--- src/sv/umsp_pkg.sv ---
// ----------------------------------------------------------------------------
// umsp_pkg: shared types and codes for the umask mode string parser
// Request and status codes, payload types and the reset mask.
// ----------------------------------------------------------------------------
package umsp_pkg;

  typedef logic [1:0]  req_t;
  typedef logic [7:0]  char_t;
  typedef logic [1:0]  status_t;
  typedef logic [11:0] mask_t;

  localparam req_t REQ_CHAR   = 2'd0;
  localparam req_t REQ_END    = 2'd1;
  localparam req_t REQ_REPORT = 2'd2;

  localparam status_t ST_CHANGED = 2'd0;
  localparam status_t ST_INVALID = 2'd1;
  localparam status_t ST_REPORT  = 2'd2;

  localparam mask_t MASK_RESET = 12'o0022;

  typedef struct packed {
    req_t  req_type;
    char_t char_code;
  } item_t;

  typedef struct packed {
    logic    valid;
    status_t status;
    mask_t   mask_value;
  } result_t;

endpackage

--- src/sv/umsp_if.sv ---
// ----------------------------------------------------------------------------
// umsp_in_if / umsp_out_if: valid/ready channels of the mask parser
// Request channel (request type, character) and result channel.
// ----------------------------------------------------------------------------
interface umsp_in_if import umsp_pkg::*; ();
  logic  valid;
  logic  ready;
  req_t  req_type;
  char_t char_code;

  modport source(output valid, req_type, char_code, input ready);
  modport sink(input valid, req_type, char_code, output ready);
endinterface

interface umsp_out_if import umsp_pkg::*; ();
  logic    valid;
  logic    ready;
  status_t status;
  mask_t   mask_value;

  modport source(output valid, status, mask_value, input ready);
  modport sink(input valid, status, mask_value, output ready);
endinterface

--- src/sv/umask_mode_string_parser.sv ---
// ----------------------------------------------------------------------------
// umask_mode_string_parser: file-creation mask with streaming operand parser
// Top level: input register, parser, result register.
// ----------------------------------------------------------------------------
// The block holds a 12-bit file-creation mask (0022 after reset). Feed an
// operand one character per transaction (request type 0), then send an end
// transaction (type 1): the block answers with status 0 and the new mask, or
// status 1 and the unchanged mask if neither the octal reading (up to 07777)
// nor the symbolic reading (who letters ugoa, operators + - =, permissions
// rwxXst or one copy letter ugo, clauses split by commas, at most
// MAX_CLAUSES) is valid. A report transaction (type 2) returns the mask with
// status 2 and leaves a running operand untouched; type 3 is dropped. Only
// end and report produce a result. One transaction is accepted every cycle
// unless the input side stalls; a request waits in the input register and
// the parser writes its result into the result register once the request
// advances. The input side stalls only when a result is waiting in the
// result register and the next request also produces one.
module umask_mode_string_parser import umsp_pkg::*; #(
  parameter int MAX_CLAUSES = 64
) (
  input  logic       clk,
  input  logic       rst_n,
  umsp_in_if.sink    in_ch,
  umsp_out_if.source out_ch
);

  logic    hold_valid;
  item_t   hold_item;
  logic    needs_out;
  logic    out_busy;
  logic    advance;
  result_t res;

  // capture each request transaction
  umsp_in_stage u_in (
    .clk        (clk),
    .rst_n      (rst_n),
    .in_ch      (in_ch),
    .advance    (advance),
    .hold_valid (hold_valid),
    .hold_item  (hold_item)
  );

  // advance the held request unless it needs the result register and that
  // register still holds a result nobody has taken
  assign needs_out = (hold_item.req_type == REQ_END) ||
                     (hold_item.req_type == REQ_REPORT);
  assign advance   = hold_valid && (!needs_out || !out_busy);

  umsp_parser #(
    .MAX_CLAUSES (MAX_CLAUSES)
  ) u_parser (
    .clk   (clk),
    .rst_n (rst_n),
    .fire  (advance),
    .item  (hold_item),
    .res   (res)
  );

  // hold the result until the consumer takes it
  umsp_out_stage u_out (
    .clk    (clk),
    .rst_n  (rst_n),
    .res    (res),
    .out_ch (out_ch),
    .busy   (out_busy)
  );

endmodule

--- src/sv/umsp_in_stage.sv ---
// ----------------------------------------------------------------------------
// umsp_in_stage: request input register
// Holds one request transaction until the parser consumes it.
// ----------------------------------------------------------------------------
module umsp_in_stage import umsp_pkg::*; (
  input  logic      clk,
  input  logic      rst_n,
  umsp_in_if.sink   in_ch,
  input  logic      advance,
  output logic      hold_valid,
  output item_t     hold_item
);

  logic  valid_r, valid_nxt;
  item_t item_r, item_nxt;
  logic  take;

  assign in_ch.ready = !valid_r || advance;
  assign take        = in_ch.valid && in_ch.ready;

  always_comb begin
    valid_nxt = valid_r;
    item_nxt  = item_r;
    if (take) begin
      valid_nxt          = 1'b1;
      item_nxt.req_type  = in_ch.req_type;
      item_nxt.char_code = in_ch.char_code;
    end else if (advance) begin
      valid_nxt = 1'b0;
    end
  end

  always_ff @(posedge clk) begin
    if (!rst_n) begin
      valid_r <= 1'b0;
    end else begin
      valid_r <= valid_nxt;
    end
  end

  always_ff @(posedge clk) begin
    item_r <= item_nxt;
  end

  assign hold_valid = valid_r;
  assign hold_item  = item_r;

endmodule

--- src/sv/umsp_parser.sv ---
// ----------------------------------------------------------------------------
// umsp_parser: mask register and single-pass operand parser
// Consumes one request per cycle while fire is high, tracks octal and symbolic readings.
// ----------------------------------------------------------------------------
module umsp_parser import umsp_pkg::*; #(
  parameter int MAX_CLAUSES = 64
) (
  input  logic    clk,
  input  logic    rst_n,
  input  logic    fire,
  input  item_t   item,
  output result_t res
);

  typedef enum logic [3:0] {
    PH_WHO      = 4'b0001,
    PH_AFTER_OP = 4'b0010,
    PH_PERM     = 4'b0100,
    PH_COPY     = 4'b1000
  } phase_t;

  typedef enum logic [1:0] {
    OP_NONE = 2'd0,
    OP_ADD  = 2'd1,
    OP_SUB  = 2'd2,
    OP_SET  = 2'd3
  } op_t;

  typedef enum logic [1:0] {
    CP_NONE = 2'd0,
    CP_U    = 2'd1,
    CP_G    = 2'd2,
    CP_O    = 2'd3
  } copy_t;

  localparam char_t CH_U     = 8'h75;
  localparam char_t CH_G     = 8'h67;
  localparam char_t CH_O     = 8'h6F;
  localparam char_t CH_A     = 8'h61;
  localparam char_t CH_R     = 8'h72;
  localparam char_t CH_W     = 8'h77;
  localparam char_t CH_X     = 8'h78;
  localparam char_t CH_XCAP  = 8'h58;
  localparam char_t CH_S     = 8'h73;
  localparam char_t CH_T     = 8'h74;
  localparam char_t CH_PLUS  = 8'h2B;
  localparam char_t CH_MINUS = 8'h2D;
  localparam char_t CH_EQ    = 8'h3D;
  localparam char_t CH_COMMA = 8'h2C;
  localparam char_t CH_ZERO  = 8'h30;
  localparam char_t CH_SEVEN = 8'h37;

  localparam mask_t OCT_SHIFT_MAX = 12'o0777;
  localparam mask_t EXEC_BITS     = 12'o0111;
  localparam logic [6:0] CLAUSE_SAT = 7'd127;
  localparam logic [6:0] CLAUSE_LIM = 7'(MAX_CLAUSES);

  function automatic logic [8:0] class_bits(logic [2:0] who, logic [2:0] perms);
    logic [8:0] b;
    b = '0;
    if (who[0]) b[8:6] = perms;
    if (who[1]) b[5:3] = perms;
    if (who[2]) b[2:0] = perms;
    return b;
  endfunction

  function automatic mask_t apply_op(mask_t w, logic [2:0] who, op_t op,
                                     logic [2:0] perms);
    logic [2:0] wh;
    logic [8:0] bits;
    logic [8:0] allowed;
    mask_t      r;
    wh      = (who != 3'b000) ? who : 3'b111;
    bits    = class_bits(wh, perms);
    allowed = class_bits(wh, 3'b111);
    case (op)
      OP_ADD:  r = w & ~{3'b000, bits};
      OP_SUB:  r = w | {3'b000, bits};
      default: r = (w & ~{3'b000, allowed}) | {3'b000, allowed & ~bits};
    endcase
    return r;
  endfunction

  function automatic logic [2:0] copy_perms(mask_t w, copy_t src);
    logic [2:0] p;
    case (src)
      CP_U:    p = ~w[8:6];
      CP_G:    p = ~w[5:3];
      default: p = ~w[2:0];
    endcase
    return p;
  endfunction

  mask_t      cur_r, cur_nxt;
  mask_t      work_r, work_nxt;
  mask_t      oct_r, oct_nxt;
  logic       oct_ok_r, oct_ok_nxt;
  logic       sym_ok_r, sym_ok_nxt;
  phase_t     phase_r, phase_nxt;
  logic [2:0] who_r, who_nxt;
  op_t        op_r, op_nxt;
  logic [2:0] perm_r, perm_nxt;
  copy_t      src_r, src_nxt;
  logic [6:0] clause_r, clause_nxt;
  logic       char_cnt_r, char_cnt_nxt;

  char_t      c;
  mask_t      work_base;
  mask_t      applied;
  logic [2:0] eff_perms;
  logic       c_is_op, c_is_comma, c_is_oct;
  logic       perm_hit;
  logic [2:0] perm_add;
  op_t        c_op;
  logic [6:0] clause_inc;
  logic       end_ok;
  mask_t      end_val;

  assign c          = item.char_code;
  assign work_base  = char_cnt_r ? work_r : cur_r;
  assign eff_perms  = (phase_r == PH_COPY) ? copy_perms(work_base, src_r) : perm_r;
  assign applied    = apply_op(work_base, who_r, op_r, eff_perms);
  assign c_is_op    = (c == CH_PLUS) || (c == CH_MINUS) || (c == CH_EQ);
  assign c_is_comma = (c == CH_COMMA);
  assign c_is_oct   = (c >= CH_ZERO) && (c <= CH_SEVEN);
  assign c_op       = (c == CH_PLUS) ? OP_ADD : (c == CH_MINUS) ? OP_SUB : OP_SET;
  assign clause_inc = (clause_r < CLAUSE_SAT) ? clause_r + 7'd1 : clause_r;

  // permission letter decode; X only counts when the mask leaves execute open
  always_comb begin
    perm_hit = 1'b1;
    perm_add = 3'b000;
    case (c)
      CH_R:    perm_add = 3'b100;
      CH_W:    perm_add = 3'b010;
      CH_X:    perm_add = 3'b001;
      CH_XCAP: perm_add = ((~cur_r & EXEC_BITS) != '0) ? 3'b001 : 3'b000;
      CH_S:    perm_add = 3'b000;
      CH_T:    perm_add = 3'b000;
      default: perm_hit = 1'b0;
    endcase
  end

  // end-of-operand verdict: octal wins, then a complete symbolic reading
  always_comb begin
    end_ok  = 1'b0;
    end_val = cur_r;
    if (char_cnt_r && oct_ok_r) begin
      end_ok  = 1'b1;
      end_val = oct_r;
    end else if (char_cnt_r && sym_ok_r && phase_r != PH_WHO) begin
      end_ok  = 1'b1;
      end_val = applied;
    end
  end

  always_comb begin
    cur_nxt      = cur_r;
    work_nxt     = work_r;
    oct_nxt      = oct_r;
    oct_ok_nxt   = oct_ok_r;
    sym_ok_nxt   = sym_ok_r;
    phase_nxt    = phase_r;
    who_nxt      = who_r;
    op_nxt       = op_r;
    perm_nxt     = perm_r;
    src_nxt      = src_r;
    clause_nxt   = clause_r;
    char_cnt_nxt = char_cnt_r;
    res.valid      = 1'b0;
    res.status     = ST_REPORT;
    res.mask_value = cur_r;

    if (fire) begin
      case (item.req_type)
        REQ_CHAR: begin
          char_cnt_nxt = 1'b1;
          work_nxt     = work_base;
          if (oct_ok_r) begin
            if (!c_is_oct || oct_r > OCT_SHIFT_MAX) begin
              oct_ok_nxt = 1'b0;
            end else begin
              oct_nxt = {oct_r[8:0], c[2:0]};
            end
          end
          if (sym_ok_r) begin
            // close the pending operator, then follow with op, comma or error
            if ((phase_r == PH_AFTER_OP && !(c == CH_U || c == CH_G || c == CH_O)
                 && !perm_hit) ||
                (phase_r == PH_PERM && !perm_hit) ||
                (phase_r == PH_COPY && (c_is_op || c_is_comma))) begin
              work_nxt = applied;
              if (c_is_op) begin
                op_nxt    = c_op;
                perm_nxt  = 3'b000;
                src_nxt   = CP_NONE;
                phase_nxt = PH_AFTER_OP;
              end else if (c_is_comma) begin
                clause_nxt = clause_inc;
                if (clause_inc >= CLAUSE_LIM) sym_ok_nxt = 1'b0;
                phase_nxt = PH_WHO;
                who_nxt   = 3'b000;
                op_nxt    = OP_NONE;
                perm_nxt  = 3'b000;
                src_nxt   = CP_NONE;
              end else begin
                sym_ok_nxt = 1'b0;
              end
            end else begin
              case (phase_r)
                PH_WHO: begin
                  if (c == CH_U) who_nxt = who_r | 3'b001;
                  else if (c == CH_G) who_nxt = who_r | 3'b010;
                  else if (c == CH_O) who_nxt = who_r | 3'b100;
                  else if (c == CH_A) who_nxt = 3'b111;
                  else if (c_is_op) begin
                    op_nxt    = c_op;
                    perm_nxt  = 3'b000;
                    src_nxt   = CP_NONE;
                    phase_nxt = PH_AFTER_OP;
                  end else sym_ok_nxt = 1'b0;
                end
                PH_AFTER_OP: begin
                  if (c == CH_U) begin
                    src_nxt   = CP_U;
                    phase_nxt = PH_COPY;
                  end else if (c == CH_G) begin
                    src_nxt   = CP_G;
                    phase_nxt = PH_COPY;
                  end else if (c == CH_O) begin
                    src_nxt   = CP_O;
                    phase_nxt = PH_COPY;
                  end else begin
                    perm_nxt  = perm_r | perm_add;
                    phase_nxt = PH_PERM;
                  end
                end
                PH_PERM: begin
                  perm_nxt = perm_r | perm_add;
                end
                default: begin
                  sym_ok_nxt = 1'b0;
                end
              endcase
            end
          end
        end
        REQ_END: begin
          if (end_ok) cur_nxt = end_val;
          work_nxt     = end_ok ? end_val : cur_r;
          oct_nxt      = '0;
          oct_ok_nxt   = 1'b1;
          sym_ok_nxt   = 1'b1;
          phase_nxt    = PH_WHO;
          who_nxt      = 3'b000;
          op_nxt       = OP_NONE;
          perm_nxt     = 3'b000;
          src_nxt      = CP_NONE;
          clause_nxt   = 7'd0;
          char_cnt_nxt = 1'b0;
          res.valid      = 1'b1;
          res.status     = end_ok ? ST_CHANGED : ST_INVALID;
          res.mask_value = end_ok ? end_val : cur_r;
        end
        REQ_REPORT: begin
          res.valid = 1'b1;
        end
        default: begin
          res.valid = 1'b0;
        end
      endcase
    end
  end

  always_ff @(posedge clk) begin
    if (!rst_n) begin
      cur_r      <= MASK_RESET;
      work_r     <= '0;
      oct_r      <= '0;
      oct_ok_r   <= 1'b1;
      sym_ok_r   <= 1'b1;
      phase_r    <= PH_WHO;
      who_r      <= 3'b000;
      op_r       <= OP_NONE;
      perm_r     <= 3'b000;
      src_r      <= CP_NONE;
      clause_r   <= 7'd0;
      char_cnt_r <= 1'b0;
    end else begin
      cur_r      <= cur_nxt;
      work_r     <= work_nxt;
      oct_r      <= oct_nxt;
      oct_ok_r   <= oct_ok_nxt;
      sym_ok_r   <= sym_ok_nxt;
      phase_r    <= phase_nxt;
      who_r      <= who_nxt;
      op_r       <= op_nxt;
      perm_r     <= perm_nxt;
      src_r      <= src_nxt;
      clause_r   <= clause_nxt;
      char_cnt_r <= char_cnt_nxt;
    end
  end

  a_end_clears: assert property (@(posedge clk) disable iff (!rst_n)
    (fire && item.req_type == REQ_END) |=> (!char_cnt_r && phase_r == PH_WHO))
    else $error("parse state not cleared after end of operand");

  a_mask_hold: assert property (@(posedge clk) disable iff (!rst_n)
    !(fire && item.req_type == REQ_END) |=> $stable(cur_r))
    else $error("mask changed without an end of operand");

  a_invalid_keeps: assert property (@(posedge clk) disable iff (!rst_n)
    (res.valid && res.status == ST_INVALID) |-> (res.mask_value == cur_r))
    else $error("rejected operand reported a different mask");

  a_empty_fresh: assert property (@(posedge clk) disable iff (!rst_n)
    !char_cnt_r |-> (oct_ok_r && sym_ok_r && oct_r == '0 && clause_r == 7'd0))
    else $error("empty operand carries stale parse state");

endmodule

--- src/sv/umsp_out_stage.sv ---
// ----------------------------------------------------------------------------
// umsp_out_stage: result register
// Holds one result transaction until the consumer takes it.
// ----------------------------------------------------------------------------
module umsp_out_stage import umsp_pkg::*; (
  input  logic      clk,
  input  logic      rst_n,
  input  result_t   res,
  umsp_out_if.source out_ch,
  output logic      busy
);

  logic    valid_r, valid_nxt;
  status_t status_r, status_nxt;
  mask_t   mask_r, mask_nxt;

  always_comb begin
    valid_nxt  = valid_r;
    status_nxt = status_r;
    mask_nxt   = mask_r;
    if (res.valid) begin
      valid_nxt  = 1'b1;
      status_nxt = res.status;
      mask_nxt   = res.mask_value;
    end else if (out_ch.ready) begin
      valid_nxt = 1'b0;
    end
  end

  always_ff @(posedge clk) begin
    if (!rst_n) begin
      valid_r <= 1'b0;
    end else begin
      valid_r <= valid_nxt;
    end
  end

  always_ff @(posedge clk) begin
    status_r <= status_nxt;
    mask_r   <= mask_nxt;
  end

  assign out_ch.valid      = valid_r;
  assign out_ch.status     = status_r;
  assign out_ch.mask_value = mask_r;
  assign busy              = valid_r && !out_ch.ready;

endmodule
--- src/flat_wrapper.sv ---
// flat-port wrapper written by rule: the top's interface ports become plain ports
module umask_mode_string_parser_flat import umsp_pkg::*;
#(
  parameter int MAX_CLAUSES = 64
)
  (clk, rst_n, in_ch_valid, in_ch_req_type, in_ch_char_code, in_ch_ready, out_ch_valid, out_ch_status, out_ch_mask_value, out_ch_ready);
  umsp_in_if in_ch_i ();
  umsp_out_if out_ch_i ();
  input  logic clk;
  input  logic rst_n;
  input wire logic [$bits(in_ch_i.valid)-1:0] in_ch_valid;
  input wire logic [$bits(in_ch_i.req_type)-1:0] in_ch_req_type;
  input wire logic [$bits(in_ch_i.char_code)-1:0] in_ch_char_code;
  output wire logic [$bits(in_ch_i.ready)-1:0] in_ch_ready;
  output wire logic [$bits(out_ch_i.valid)-1:0] out_ch_valid;
  output wire logic [$bits(out_ch_i.status)-1:0] out_ch_status;
  output wire logic [$bits(out_ch_i.mask_value)-1:0] out_ch_mask_value;
  input wire logic [$bits(out_ch_i.ready)-1:0] out_ch_ready;
  assign in_ch_i.valid = in_ch_valid;
  assign in_ch_i.req_type = in_ch_req_type;
  assign in_ch_i.char_code = in_ch_char_code;
  assign in_ch_ready = in_ch_i.ready;
  assign out_ch_valid = out_ch_i.valid;
  assign out_ch_status = out_ch_i.status;
  assign out_ch_mask_value = out_ch_i.mask_value;
  assign out_ch_i.ready = out_ch_ready;
  umask_mode_string_parser #(.MAX_CLAUSES(MAX_CLAUSES)) u_core (.clk(clk), .rst_n(rst_n), .in_ch(in_ch_i), .out_ch(out_ch_i));
endmodule
--- config.mk ---
export PLATFORM = sky130hd
export DESIGN_NAME = umask_mode_string_parser_flat
export DESIGN_NICKNAME = d
export VERILOG_FILES = /design/src/sv/umsp_pkg.sv /design/src/sv/umsp_if.sv /design/src/sv/umask_mode_string_parser.sv /design/src/sv/umsp_in_stage.sv /design/src/sv/umsp_parser.sv /design/src/sv/umsp_out_stage.sv /design/src/flat_wrapper.sv
export SDC_FILE = /design/constraint.sdc
export NUM_CORES = 1
export LEC_CHECK = 0
export BUFFER_PORTS_ARGS = -buffer_cell sky130_fd_sc_hd__buf_4
export CAP_MARGIN = 30
export CORE_MARGIN = 1.5
export CORE_UTILIZATION = 56
export CTS_BUF_LIST = sky130_fd_sc_hd__clkbuf_8 sky130_fd_sc_hd__clkbuf_16
export CTS_CLUSTER_SIZE = 16
export DETAILED_ROUTE_END_ITERATION = 10
export PLACE_DENSITY = 0.74
export SLEW_MARGIN = 20
export SYNTH_ARGS = -nofsm -noshare
export SYNTH_HDL_FRONTEND = slang
export SYNTH_SLANG_ARGS = --single-unit
--- constraint.sdc ---
create_clock -name clk -period 4.6 [get_ports clk]
set_clock_uncertainty 0.2 [all_clocks]
set_input_delay 0.69 -clock clk [delete_from_list [all_inputs] [get_ports clk]]
set_output_delay 0.69 -clock clk [all_outputs]
set_load 0.01 [all_outputs]
==> results.toml, run 1 <==
[global_route]
grt_pass1_wl_um = 22700
grt_start_max_net_pins = 35
use_met1_pct = 41.9
met2_usage_pct = 44.9
grt.busiest_layer = "met2"
grt_usage_pct = 29.5
grt_overflow = 0
grt_pass1_vias = 4352
grt_use_met3_pct = 3.87
grt_antenna_before_repair = 0

[setup_path]
startpoint_type = "flop"
worstReg2RegStart = "u_core.u_in.hold_item[9]"
required_ps = 4710
endpoint = "u_core.u_parser.cur_r[3]"
critPathArrivalTime_ps = 3680
end_kind = "flop"
critPathKind = "reg -> reg"
reg2reg_to = "u_core.u_parser.cur_r[3]"
cp-startpoint = "u_core.u_in.hold_item[9]"
reg2reg_depth = 8
r2r_slack_ps = 1030
path_max_fanout = 18

[clock_network]
cts_made_buffers = 9
cts_resized = 0
insertion_delay_ps = 360
cts_root_buffer = "clkbuf_8"
cts_tree = "yes"
clk_pin_slew_ps = 100
clockBufferDepth = 2
htree_levels = 3
cts.sinks = 86
post-cts-setup-buffers = 0
hold_buffers = 0

[drt]
drt_iter0_markers = 397
viasPerCell = 6.77
drcViolationCount = 0
routed-via-count = 4839
drtPass1Iterations = 6
routedWlPerCell_um = 19.9
drt-total-wl_um = 14200
ant_nets = 0

[logic_synthesis]
synth_edf_count = 24
ys_seq_area_share_pct = 38.9
syn_nets = 613
synthCells = 592
async_flop_share_pct = 0
syn_area_mm2 = 0.00504
ys_types = 78
ys_ff_latch = 86
ys_warn_count = 0
synth_flop_cell = "dfxtp_1"
synth.avg_cell_area_um2 = 8.51

[pwr]
p_per_area_mw_per_mm2 = 279
p_leak_uw = 0.00191
peakVddDrop_uv = 223

[floorplanning]
core_mm2 = 0.00872
start_util_pct = 57.8
io_pins = 30
die_h_um = 97.9
placementRows = 34
die_w_um = 97.9
die_area_mm2 = 0.00958

[sta]
tightest_slew_ps = 741
fin_ws_ps = 1030
timing.fmax_mhz = 280
tns_ps = 0
rsz0062_at_grt = "no"
period_share_pct = 77.5
finalCriticalPeriod_ps = 3570
hold_viol = 0
relSlewSlack_pct = 49.3
maxSlewViolCount = 0
finalSetupViolCount = 0

[final_layout]
final.fill_count = 756
drive_gt1_share_pct = 12.7
mostFrequentLayoutCells = "dfxtp_1, nand2_1, nor2_1"
diodes = 0
syn2layout_area_growth_pct = 8.47
final_common_cell = "dfxtp_1"
nets = 623

[place]
pre_cts_slack_ps = 1170
port_buffers = 29
hpwl_um = 10200
place_congestion = 0.956

[run_status]
status = "complete, no violations"

[run]
cap_violations = 0

[min_path]
min_path_type = "reg -> reg"
==> sequential cells by signal, indices dropped and copies added (netlist names), 4 cells and up <==
register                        flops
u_core.u_parser.phase_r             4
u_core.u_out.out_ch.mask_value     12
u_core.u_parser.oct_r              12
u_core.u_parser.cur_r              12
u_core.u_parser.clause_r            7
u_core.u_parser.work_r             12
u_core.u_in.hold_item              10
==> layer usage <==
metal / wire length [µm] / part of all wire, % / up-vias
met1: 6180 / 43 / 2301
met5: 0 / 0 / -
li1: - / - / 2258
met4: 491 / 3.5 / 0
met2: 6350 / 45 / 239
met3: 1190 / 8.4 / 41
==> how the worst min path moves through the flow <==
| stage | startpoint | endpoint | slack [ps] | depth (start not counted) |
|---|---|---|---|---|
| 3_5_place_dp | u_core.u_parser.work_r[7] | u_core.u_parser.work_r[7] | 260 | 2 |
| 2_1_floorplan | u_core.u_parser.work_r[1] | u_core.u_parser.work_r[1] | 240 | 2 |
| 5_1_grt | in_ch_req_type[0] | u_core.u_in.hold_item[8] | 290 | 1 |
| 6_report | u_core.u_parser.work_r[7] | u_core.u_parser.work_r[7] | 280 | 2 |
| 3_3_place_gp | u_core.u_parser.work_r[1] | u_core.u_parser.work_r[1] | 260 | 2 |
| 4_1_cts | u_core.u_parser.work_r[5] | u_core.u_parser.work_r[5] | 270 | 2 |
==> through the flow <==
| stage | power, µW | hold WS, ps | cells | util, % | cell area [µm²] |
|---|---|---|---|---|---|
| after floorplan | 942 | 238 | 592 | - | 5040 |
| after global placement | 990 | 258 | 698 | 60.3 | 5260 |
| after detailed placement | 993 | 264 | 698 | 60.3 | 5260 |
| after CTS | 1530 | 275 | 714 | 62.6 | 5460 |
| after global routing | 1580 | 291 | 715 | 62.7 | 5470 |
| final | 1520 | 276 | 715 | 62.7 | 5470 |
==> where the power goes <==
part	switching (µW)	internal (µW)	total, µW
Combinational	109	60.1	169
Clock	289	253	542
Sequential	20.4	793	813
==> layout make-up <==
type | count | area [µm²] | area share, %
clock buffer | 9 | 124 | 2.27
clock inverter | 7 | 72.6 | 1.33
inverter | 21 | 78.8 | 1.44
multi-input combinational | 447 | 2820 | 51.5
sequential | 86 | 1960 | 35.9
tap | 108 | 135 | 2.47
timing repair buffer | 37 | 278 | 5.08
==> logic make-up (layout without fill, tap and decap cells) <==
kind of cell	count (synthesis)	count (layout)	synth area share (%)
adder cells (fa/ha/maj)	7	7	1.74
buffers and inverters	59	74	5.19
AND/OR/NAND/NOR	221	221	22.9
XOR/XNOR	5	5	0.869
AO/OA/AOI/OAI	196	196	26.7
flip-flops	86	86	38.9
multiplexers	18	18	3.67
==> worst max-delay path, stage by stage (launching register included) <==
cell and delay (ps):
edfxtp_1 370, inv_1 80, ha_1 550, and3_1 440, clkinv_1 470, or2_2 510
nor4_1 560, a211o_1 200, and2_1 120
==> synthesized netlist by cell type, types with 5 or more instances <==
cell | instances | share of area, %
o31ai_1 | 7 | 1.0
or3_1 | 5 | 0.62
o21ai_0 | 42 | 4.2
and2_1 | 12 | 1.5
inv_1 | 20 | 1.5
edfxtp_1 | 24 | 14
nand2_1 | 56 | 4.2
a211oi_1 | 8 | 1.2
or2_2 | 5 | 0.62
mux2i_1 | 14 | 2.8
nor2_1 | 52 | 3.9
a41oi_1 | 5 | 0.87
ha_1 | 7 | 1.7
dfxtp_1 | 62 | 25
o21a_1 | 7 | 1.0
nand3b_1 | 7 | 1.0
nand3_1 | 16 | 1.6
clkbuf_1 | 24 | 1.8
nand2b_1 | 9 | 1.1
a21oi_1 | 33 | 3.3
a31oi_1 | 7 | 0.87
nor3_1 | 20 | 2.0
a22oi_1 | 25 | 3.7
o22ai_1 | 5 | 0.62
o211ai_1 | 9 | 1.3
Power figures use the tool's default switching activity.
==> run 2, diff against run 1 <==
==> constraint.sdc (replaced) <==
create_clock -name clk -period 3.3 [get_ports clk]
set_clock_uncertainty 0.2 [all_clocks]
set_input_delay 0.495 -clock clk [delete_from_list [all_inputs] [get_ports clk]]
set_output_delay 0.495 -clock clk [all_outputs]
set_load 0.01 [all_outputs]
==> run 2 against run 1 <==
  * Utilization rose by 1.4 points
  * First-iteration DRC count rose by 21%
  * Via count rose by 1.7%
  * Worst hold slack got worse by 170 ps
  * Flip-flop and latch count did not move
  * Clock-buffer cell count rose by 1
  * Largest power group unchanged
==> results.toml, run 2 (synthesis results as in run 1) <==
[drt]
routedWlPerCell_um = 19.3
ant_nets = 0
wl_met3_um = 1090
wl_met1_um = 6040
top_layer = "met4"
drtPass1Iterations = 5
viasPerCell = 6.75
drt-total-wl_um = 14100
wl_met2_um = 6420
drt_iter0_markers = 482
routed-via-count = 4919
drcViolationCount = 0

[floorplanning]
placementRows = 34
die_area_mm2 = 0.00958
core_mm2 = 0.00872
die_w_um = 97.9
start_util_pct = 57.8
io_pins = 30
die_h_um = 97.9

[clock_network]
cts_tree = "yes"
clockBufferDepth = 2
post-cts-setup-buffers = 0
hold_buffers = 0
cts.sinks = 86
cts_root_buffer = "clkbuf_8"
cts_resized = 0
htree_levels = 3
clk_pin_slew_ps = 90
cts_made_buffers = 9
insertion_delay_ps = 370

[sta]
relSlewSlack_pct = 51.8
timing.fmax_mhz = 326
tns_ps = 0
maxSlewViolCount = 0
period_share_pct = 93.1
finalCriticalPeriod_ps = 3070
rsz0062_at_grt = "no"
hold_viol = 0
finalSetupViolCount = 0
holdWs_ps = 105
tightest_slew_ps = 718

[setup_path]
cp_top_family = "simple AND/OR/NAND/NOR gates"
cp_slowest_cell = "edfxtp_1"
critPathArrivalTime_ps = 3140
cpPeakStageDelay_ps = 590
cp_cell_sequence = "or4b_1 -> nor3_1 -> o21a_1 -> o21ai_0 -> buf_4 -> nor3_1 -> nand2_1 -> o32ai_1"
startpoint_type = "flop"
crit_top_cell = "nor3_1"
critPathKind = "reg -> reg"
required_ps = 3370
end_kind = "flop"
path_max_fanout = 15
path_buf_inv = 1

[final_layout]
drive_gt1_share_pct = 15.0
final_common_cell = "dfxtp_1"
nets = 637
stdcell_area_mm2 = 0.00559
diodes = 0
syn2layout_area_growth_pct = 10.9
mostFrequentLayoutCells = "dfxtp_1, nand2_1, nor2_1"

[global_route]
grt_start_max_net_pins = 35
grt_antenna_before_repair = 0
grt_pass1_vias = 4526
grt_overflow = 0
grt_pass1_wl_um = 22900
grt_usage_pct = 29.9

[min_path]
min_path_type = "in -> reg"

[pwr]
switching_share_pct = 27.4
peakVddDrop_uv = 301
pwr-share-seq_pct = 51.8
p_per_area_mw_per_mm2 = 389
p_int_uw = 1580
p_clk_share_pct = 36.6
switchingPower_uw = 597
p_comb_share_pct = 11.6
p_leak_uw = 0.00199

[place]
place_congestion = 0.935
post_dp_cell_area_mm2 = 0.00538
hpwl_um = 10200
port_buffers = 29

[run]
cap_violations = 0

[run_status]
status = "complete, no violations"
==> run 2: metal layers <==
| layer | global-route usage, % | vias to the layer above |
|---|---|---|
| li1 | - | 2286 |
| met1 | 40.5 | 2312 |
| met2 | 46.9 | 265 |
| met3 | 4.65 | 56 |
| met4 | 14.3 | 0 |
| met5 | 0 | - |
==> run 2: power groups by stage <==
stage | logic [µW] | clock network (µW) | registers (µW)
2_1_floorplan | 168 | 0 | 1150
3_5_place_dp | 245 | 0 | 1150
3_3_place_gp | 244 | 0 | 1150
4_1_cts | 246 | 812 | 1130
6_report | 251 | 797 | 1130
5_1_grt | 272 | 852 | 1130
==> run 2: worst paths after layout <==
kind                              from                         end  slack, ps  cells past startpoint
max reg2reg   u_core.u_in.hold_item[2]  u_core.u_parser.phase_r[3]        230                      8
min reg2reg  u_core.u_parser.work_r[9]   u_core.u_parser.work_r[9]        280                      2
max           u_core.u_in.hold_item[2]  u_core.u_parser.phase_r[3]        230                      8
min                 in_ch_char_code[2]    u_core.u_in.hold_item[2]        110                      1
==> run 2: area by class of cell <==
type | instances | area (µm²)
clock buffers | 10 | 138
clock inverters | 6 | 75.1
fillers | 779 | 3130
inverters | 21 | 78.8
multi-input cells | 447 | 2820
flip-flops and latches | 86 | 1960
well taps | 108 | 135
repair buffers | 51 | 383
==> run 2: through the flow <==
stage	utilization [%]	worst slack (ps)	total power, µW	std cells
after CTS	64.1	300	2190	729
after global routing	64.1	10.6	2260	729
after floorplan	-	601	1310	592
after global placement	61.6	407	1390	713
after detailed placement	61.6	311	1400	713
final	64.1	229	2180	729
==> run 3, diff against run 2 <==
--- a/config.mk
+++ b/config.mk
@@ -13,6 +13,7 @@
 export CTS_CLUSTER_SIZE = 16
 export DETAILED_ROUTE_END_ITERATION = 10
 export PLACE_DENSITY = 0.74
+export RECOVER_POWER = 50
 export SLEW_MARGIN = 20
 export SYNTH_ARGS = -nofsm -noshare
 export SYNTH_HDL_FRONTEND = slang
==> run 3 against run 2 <==
  * Die area did not move
  * Largest power group unchanged
  * Flip-flop and latch count did not move
  * Critical endpoint unchanged
  * Clock power barely moved
  * Worst hold slack improved by 25 ps
  * Clock-buffer cell count did not move
  * Highest routed layer unchanged
==> results.toml, run 3 (synthesis results as in run 1) <==
[run_status]
status = "complete, no violations"

[global_route]
grt_overflow = 0
grt_pass1_vias = 4526
grt_usage_pct = 29.9
grt_antenna_before_repair = 0
grt_pass1_wl_um = 22900
grt_start_max_net_pins = 35

[setup_path]
cpPeakStageDelay_ps = 590
cp-startpoint = "u_core.u_in.hold_item[2]"
end_kind = "flop"
worstReg2RegStart = "u_core.u_in.hold_item[2]"
critPathKind = "reg -> reg"
path_max_fanout = 15
reg2reg_depth = 8
cp_cell_sequence = "or4b_1 -> nor3_1 -> o21a_1 -> o21ai_0 -> buf_4 -> nor3_1 -> nand2_1 -> o32ai_1"
reg2reg_to = "u_core.u_parser.phase_r[3]"
critPathArrivalTime_ps = 3190
required_ps = 3370
r2r_slack_ps = 180
cp_slowest_cell = "edfxtp_1"
endpoint = "u_core.u_parser.phase_r[3]"
startpoint_type = "flop"
crit_top_cell = "nor3_1"

[final_layout]
final.fill_count = 808
nets = 637
syn2layout_area_growth_pct = 9.21
stdcell_area_mm2 = 0.00550
drive_gt1_share_pct = 11.4
multiInputGateArea_mm2 = 0.00281
mostFrequentLayoutCells = "dfxtp_1, nand2_1, nor2_1"
diodes = 0
seqCellArea_mm2 = 0.00196
final_common_cell = "dfxtp_1"

[place]
port_buffers = 29
place_congestion = 0.935
hpwl_um = 10200
post_dp_cell_area_mm2 = 0.00538
pre_cts_slack_ps = 311

[pwr]
peakVddDrop_uv = 301
p_per_area_mw_per_mm2 = 394
p_comb_share_pct = 11.3
switching_share_pct = 27.5
p_int_uw = 1570
p_clk_share_pct = 36.8
switchingPower_uw = 597
p_leak_uw = 0.00192
pwr-share-seq_pct = 52.0

[sta]
fin_ws_ps = 177
relSlewSlack_pct = 14.3
period_share_pct = 94.6
finalSetupViolCount = 0
tns_ps = 0
maxSlewViolCount = 0
hold_viol = 0
tightest_slew_ps = 1290
rsz0062_at_grt = "no"
timing.fmax_mhz = 320
finalCriticalPeriod_ps = 3120
holdWs_ps = 130

[clock_network]
clockBufferDepth = 2
cts_made_buffers = 9
clk_pin_slew_ps = 90
htree_levels = 3
hold_buffers = 0
cts_root_buffer = "clkbuf_8"
cts_resized = 0
insertion_delay_ps = 360
cts_tree = "yes"
post-cts-setup-buffers = 0
cts.sinks = 86

[floorplanning]
die_h_um = 97.9
die_w_um = 97.9
start_util_pct = 57.8
io_pins = 30
die_area_mm2 = 0.00958
core_mm2 = 0.00872
placementRows = 34

[drt]
routedWlPerCell_um = 19.5
drtPass1Iterations = 6
ant_nets = 0
routed-via-count = 4946
drt_iter0_markers = 490
drt-total-wl_um = 14200
drcViolationCount = 0
viasPerCell = 6.78

[min_path]
min_path_type = "in -> reg"

[run]
cap_violations = 0
==> run 3: worst min-delay path by stage <==
stage                     slack (ps)                   endpoint  cells after the start                      start
final                            130   u_core.u_in.hold_item[9]                      1          in_ch_req_type[1]
after global routing             120   u_core.u_in.hold_item[2]                      1         in_ch_char_code[2]
after CTS                        100   u_core.u_in.hold_item[2]                      1         in_ch_char_code[2]
after detailed placement         270  u_core.u_parser.perm_r[2]                      2  u_core.u_parser.perm_r[2]
after global placement           260  u_core.u_parser.work_r[7]                      2  u_core.u_parser.work_r[7]
after floorplan                  240  u_core.u_parser.work_r[1]                      2  u_core.u_parser.work_r[1]
==> run 3: metrics by stage <==
stage / std cells / util, % / total power (µW)
finish: 729 / 63.1 / 2170
global route: 729 / 63.1 / 2250
CTS: 729 / 64.1 / 2190
detailed placement: 713 / 61.6 / 1400
global placement: 713 / 61.6 / 1390
floorplan: 592 / - / 1310
==> run 3: cell type report <==
cell class              instances  share of cell area [%]
clock buffers                  10                    2.50
clock inverters                 6                    1.36
inverters                      21                    1.43
multi-input cells             447                    51.1
flip-flops and latches         86                    35.6
well taps                     108                    2.46
repair buffers                 51                    5.55
==> run 3: power groups by stage <==
stage | registers [µW] | logic [µW] | clock network (µW)
final | 1130 | 244 | 798
after floorplan | 1150 | 168 | 0
after detailed placement | 1150 | 245 | 0
after CTS | 1130 | 246 | 812
after global routing | 1130 | 265 | 852
after global placement | 1150 | 244 | 0
==> run 3: worst max-delay path: cells and delay by family, from the launching register on <==
family | cells | cell delay (ps)
AND/OR/NAND/NOR | 4 | 1430
flip-flops | 1 | 590
AO/OA/AOI/OAI | 3 | 590
buffers and inverters | 1 | 220
==> run 3: per-layer routing <==
layer / wire length, µm / global-route usage [%] / up-vias
li1: - / - / 2294
met1: 6060 / 40.5 / 2340
met2: 6520 / 46.9 / 256
met3: 1090 / 4.65 / 56
met4: 512 / 14.3 / 0
met5: 0 / 0 / -
